## src/rtl/core/lik_pkg.sv

```systemverilog
// Package for the leg inverse kinematics block: widths, item and side-band types,
// CORDIC arc table and a leading-one search. No dependencies.
package lik_pkg;

    localparam int CORDIC_STAGES = 16;
    localparam int CN = (CORDIC_STAGES < 32) ? CORDIC_STAGES : 32;

    localparam int QDEPTH = 4;
    localparam int QAW    = 2;

    localparam int IW = 42;   // CORDIC operand width
    localparam int CW = 45;   // CORDIC datapath width
    localparam int AW = 26;   // angle width, degrees*65536

    localparam logic [1:0] CFG_HIP   = 2'd0;
    localparam logic [1:0] CFG_FEMUR = 2'd1;
    localparam logic [1:0] CFG_TIBIA = 2'd2;

    typedef struct packed {
        logic signed [19:0] x;
        logic signed [19:0] y;
        logic signed [19:0] z;
    } t_target;

    typedef struct packed {
        logic [15:0] hip;
        logic [15:0] femur;
        logic [15:0] tibia;
    } t_cfg;

    typedef struct packed {
        logic signed [19:0] x;
        logic signed [19:0] y;
        logic signed [19:0] z;
        logic [20:0]        reach;
        logic               ok;
        logic [30:0]        a1;
        logic               neg1;
        logic [30:0]        a2;
        logic               neg2;
    } t_side;

    // atan(2^-i), degrees*65536
    localparam logic [22:0] ARC_TAB [0:31] = '{
        23'd2949120, 23'd1740967, 23'd919879, 23'd466945, 23'd234379, 23'd117304,
        23'd58666, 23'd29335, 23'd14668, 23'd7334, 23'd3667, 23'd1833, 23'd917,
        23'd458, 23'd229, 23'd115, 23'd57, 23'd29, 23'd14, 23'd7, 23'd4, 23'd2,
        23'd1, 23'd0, 23'd0, 23'd0, 23'd0, 23'd0, 23'd0, 23'd0, 23'd0, 23'd0
    };

    function automatic logic [5:0] msb_pos(input logic [47:0] v);
        logic [5:0] p;
        p = '0;
        for (int i = 0; i < 48; i++) begin
            if (v[i]) begin
                p = 6'(i);
            end
        end
        return p;
    endfunction

endpackage

```

## src/rtl/core/lik_front.sv

```systemverilog
// Front end: accepts foot target items and holds them in a short queue.
// Depends on lik_pkg.
module lik_front import lik_pkg::*; (
    input  logic    i_clk,
    input  logic    i_rst_n,
    input  logic    i_valid,
    output logic    o_stall,
    input  t_target i_item,
    input  logic    i_pop,
    output logic    o_head_valid,
    output t_target o_head
);

    t_target        r_q [0:QDEPTH-1];
    logic [QAW-1:0] r_wp;
    logic [QAW-1:0] r_rp;
    logic [QAW:0]   r_cnt;
    logic           push;
    logic           pop;

    assign o_stall      = (r_cnt == (QAW+1)'(QDEPTH));
    assign o_head_valid = (r_cnt != '0);
    assign o_head       = r_q[r_rp];
    assign push         = i_valid && !o_stall;
    assign pop          = i_pop && o_head_valid;

    always_ff @(posedge i_clk) begin
        if (!i_rst_n) begin
            r_wp  <= '0;
            r_rp  <= '0;
            r_cnt <= '0;
        end else begin
            if (push) begin
                r_wp <= r_wp + 1'b1;
            end
            if (pop) begin
                r_rp <= r_rp + 1'b1;
            end
            r_cnt <= r_cnt + (QAW+1)'(push) - (QAW+1)'(pop);
        end
    end

    always_ff @(posedge i_clk) begin
        if (push) begin
            r_q[r_wp] <= i_item;
        end
    end

endmodule

```

## config.mk

```make
export PLATFORM = sky130hd
export DESIGN_NAME = lik_front
export DESIGN_NICKNAME = d
export VERILOG_FILES = /design/src/rtl/core/lik_pkg.sv /design/src/rtl/core/lik_front.sv
export SDC_FILE = /design/constraint.sdc
export NUM_CORES = 1
export LEC_CHECK = 0
export ABC_AREA = 1
export CAP_MARGIN = 20
export CORE_MARGIN = 10
export CORE_UTILIZATION = 50
export CTS_CLUSTER_DIAMETER = 50
export DETAILED_ROUTE_END_ITERATION = 10
export DONT_BUFFER_PORTS = 1
export GPL_ROUTABILITY_DRIVEN = 0
export MAX_ROUTING_LAYER = met4
export PLACE_DENSITY = 0.7
export SLEW_MARGIN = 20
export SYNTH_ARGS = -nofsm -noshare
export SYNTH_HDL_FRONTEND = slang
export SYNTH_SLANG_ARGS = --single-unit
```

## constraint.sdc

```tcl
create_clock -name i_clk -period 4.23 [get_ports i_clk]
set_input_delay 0.2115 -clock i_clk [delete_from_list [all_inputs] [get_ports i_clk]]
set_output_delay 0.2115 -clock i_clk [all_outputs]
set_load 0.01 [all_outputs]
```

After elaboration in Yosys (flattened, before gate mapping)
Memories as Yosys holds them, arrays and structs flattened. A register that Yosys moved wholly into a read port is not among the register bits.
Cells that the tools add are included.

storage, ports and cells
  output and inout bits = 62
  register bits = 7
  memories = 1
  bits in writable memories = 240
  input bits = 64

operators by class
  multiplexer cells = 4
  equal/unequal tests = 1
  add/subtract/negate cells = 4
  reduce and logical (&&, ||, !) cells = 4

memories
  name  depth  bits a word  rd ports  clocked after memory_dff  wr ports  line             text
  r_q   4      60           1         1                         1         lik_front.sv:14  t_target r_q [0:QDEPTH-1];

operator list
  cell                 number
  $add 2x1->2 const B  2
  $mux 2               2
  $add 3x1->3          1
  $eq 3x3->1 const B   1
  $reduce_bool 3->1    1
  $sub 3x1->3          1
  $logic_and 1x1->1    2
  $mux 1               2
  $logic_not 1->1      1

Longest topological paths before layout
  depth after elaboration = 5
  depth in mapped cells = 10
  gate-level depth less buffers = 10

Worst setup path after synthesis
Ideal clock, no wire load.

  path kind = reg-to-reg
  start point = register r_cnt[1]
  end point = memory r_q[0][0] (netlist bit), enable pin
  arrival = 3.244 ns
  setup slack = 0.508 ns
  cell stages (with the launch flop) = 5
  period minus slack after synthesis = 3.722 ns
  path buffers = 0
  cell sequence = dfxtp_1 -> nor2_1 -> nand2_1 -> nand2_1 -> nor2_1

on the way
  word-level cells in the longest chain between the ends = 5

RTL lines
  element                       line             text
  start: declaration            lik_front.sv:17  logic [QAW:0] r_cnt;
  start signal: assignment      lik_front.sv:39  r_cnt <= r_cnt + (QAW+1)'(push) - (QAW+1)'(pop);
  $eq 3x3->1                    lik_front.sv:21  assign o_stall = (r_cnt == (QAW+1)'(QDEPTH));
  $logic_not 1->1               lik_front.sv:24  assign push = i_valid && !o_stall;
  $logic_and 1x1->1             lik_front.sv:24
  $mux 1                        lik_front.sv:44  if (push) begin
  $mux 1 (implied by the code)  lik_front.sv:45  r_q[r_wp] <= i_item;
  end: declaration              lik_front.sv:14

No other way between the ends.

==> results.ini <==
[timing]
setup_viol=0
grt_setup_unrepaired=no
finalCritPeriodShare=0.733
skew_ns=0.00546
drv_slew=0
setup_tns_ns=0
hold-worst-slack_ns=0.367
finalCriticalPeriod_ns=3.10
max_freq_ghz=0.322
hold_viol_final=0
worst_slew_pin_slew_ns=1.03
slew_headroom=0.313

[global_routing]
grt_pass1_vias=5420
grt_max_degree=76
use_met3=0.0366
antenna_found_initial=0
track_usage=0.160
grt_busiest_layer=met2
use_met1=0.187
grtUsageMet2=0.272
grt_pass1_wl_mm=30.5
grt_overflow=0

[run]
drv_cap=0

[routing]
drt-initial-drc-count=312
ant_nets=0
routed_wirelength_mm=20.0
wl_per_cell_um=20.8
drc=0
vias_per_cell=5.55
first_pass_iters=5
dr_total_vias=5347

[power_and_ir_drop]
swShare=0.294
p_int_mw=4.78
clkPwrFrac=0.346
p_sw_mw=2.00
pwr_density_cell_mw_per_mm2=603
p_comb_frac=0.194
seqPwrFrac=0.460
power_leakage_nw=3.74
peakVddDrop_uv=478

[cts]
cts_tree=yes
htreeDepth=1
cts-root-buf=clkbuf_16
cts_setup_buffers=0
insertion_delay_ns=0.51
hold_buffers=63
cts_resized=0
cts_inserted_buffers=27
ctsLongestPathBuffers=3
clock-sinks=249
clk_pin_slew_ns=0.06

[die]
die_area_mm2=0.0250
initial_core_util=0.509
core_area_mm2=0.0188
die_w_um=158
rows=50
io_pins=126
die_h_um=158

[layout]
nets=781
areaGrowthSynthToFinish_pct=17.7
mostFrequentLayoutCells=edfxtp_1, nor2_1, o21ai_0
fillCellCount=1387
layout_commonest_cell=edfxtp_1
utilization=0.599
drive_gt1_frac=0.136
diodes=0
stdcell_count=964

[critical_path]
start_kind=register
cp_top_family=buffers and inverters
crit_buf_inv=2
end_kind=output pin
crit_type=register to output pin
cp_slowest_cell=clkinv_2
cpPeakStageDelay_ns=0.93
arrival_ns=2.89
required_ns=4.02
crit_chain=buf_4 > clkinv_2 > o21ai_1 > o22ai_1
path_max_fanout=61

[logic_synthesis]
syn_nets=717
yosysWarnings=0
yosys-top-cells-area=edfxtp_1, nor2_1, o21ai_0, o22ai_1, o22ai_2
synthesis.area_mm2=0.00955
yosysUniqueCellTypes=20
synth_top_area_share=0.755
ys_seq_elements=249
netlist_instances=646
synth_area_per_cell_um2=14.8
ys_seq_area_frac=0.774
synth_top_cell_by_area=edfxtp_1

[place]
place.port_buffers=0
dp.cells=852
dp_hpwl_mm=11.1

[worst_hold_path]
hold_class=primary input to register

[run_status]
status=complete, no violations

tightest hold or removal path: stages:
cell      delay, ns
a21boi_0       0.12
ha_1           0.28
inv_1          0.05
ha_1           0.11
nand2_1        0.04
inv_1          0.04
area by class of cell:
class,count,area (um^2),area share
clock inverters,20,221,0.0197
multi-input cells,342,1880,0.167
repair buffers,73,706,0.0628
inverters,17,67.6,0.00601
clock buffers,29,683,0.0608
well taps,234,293,0.0261
flip-flops and latches,249,7390,0.658
registers in the layout, summed over array words and instances, names as in the netlist, named ones only:
name   cells
r_cnt      3
r_q      240
r_wp       2
r_rp       2
cell usage after synthesis:
| cell | n |
|---|---|
| o22ai_1 | 40 |
| o22ai_2 | 20 |
| inv_1 | 16 |
| inv_2 | 1 |
| clkbuf_1 | 19 |
| buf_8 | 3 |
| o21ai_1 | 40 |
| a21boi_0 | 2 |
| nor2_1 | 112 |
| a21oi_1 | 4 |
| fa_1 | 1 |
| nand2_1 | 13 |
| nor2_2 | 20 |
| o21ai_0 | 81 |
| dfxtp_1 | 9 |
| ha_1 | 6 |
| edfxtp_1 | 240 |
| nand3_1 | 3 |
| buf_6 | 9 |
| buf_2 | 7 |
per-layer routing:
layer  wire, um  up-vias  part of all wire
met5          0        -                 0
met4        351        0             0.018
met3       1340       32             0.067
met2      10400      144              0.52
met1       7960     2623              0.40
li1           -     2548                 -
power groups by stage:
stage          Sequential [mW]  Clock [mW]  Combinational (mW)
2_1_floorplan             3.13           0                1.02
6_report                  3.12        2.35                1.32
3_5_place_dp              3.17           0                1.27
5_1_grt                   3.14        2.50                1.46
4_1_cts                   3.11        2.39                1.35
3_3_place_gp              3.15           0                1.22
metrics by stage:
step	setup slack (ns)	total power, mW	cell area (um^2)
final	1.13	6.78	11200
after floorplan	0.508	4.15	9550
after global routing	0.841	7.10	11200
after global placement	1.72	4.38	9700
after detailed placement	1.64	4.44	9700
after CTS	1.30	6.85	11200
cells by family (layout without fill, tap and decap cells):
logic type / after synthesis / after routing / synth area share
buffers and inverters: 55 / 139 / 0.0331
adder cells (fa/ha/maj): 7 / 7 / 0.00996
flip-flops: 249 / 249 / 0.774
AND/OR/NAND/NOR: 148 / 148 / 0.0638
AO/OA/AOI/OAI: 187 / 187 / 0.119
worst paths after layout:
| kind | from | to | slack [ns] | depth (start not counted) |
|---|---|---|---|---|
| worst max-delay path | register | o_head[31] | 1.13 | 4 |
| worst min-delay path | i_pop | r_cnt[0] | 0.37 | 6 |
| worst max register to register | r_cnt[1] | r_q[1][56] | 1.63 | 5 |
| worst min register to register | r_rp[0] | r_rp[0] | 0.50 | 2 |
(Power assumes the default switching activity.)
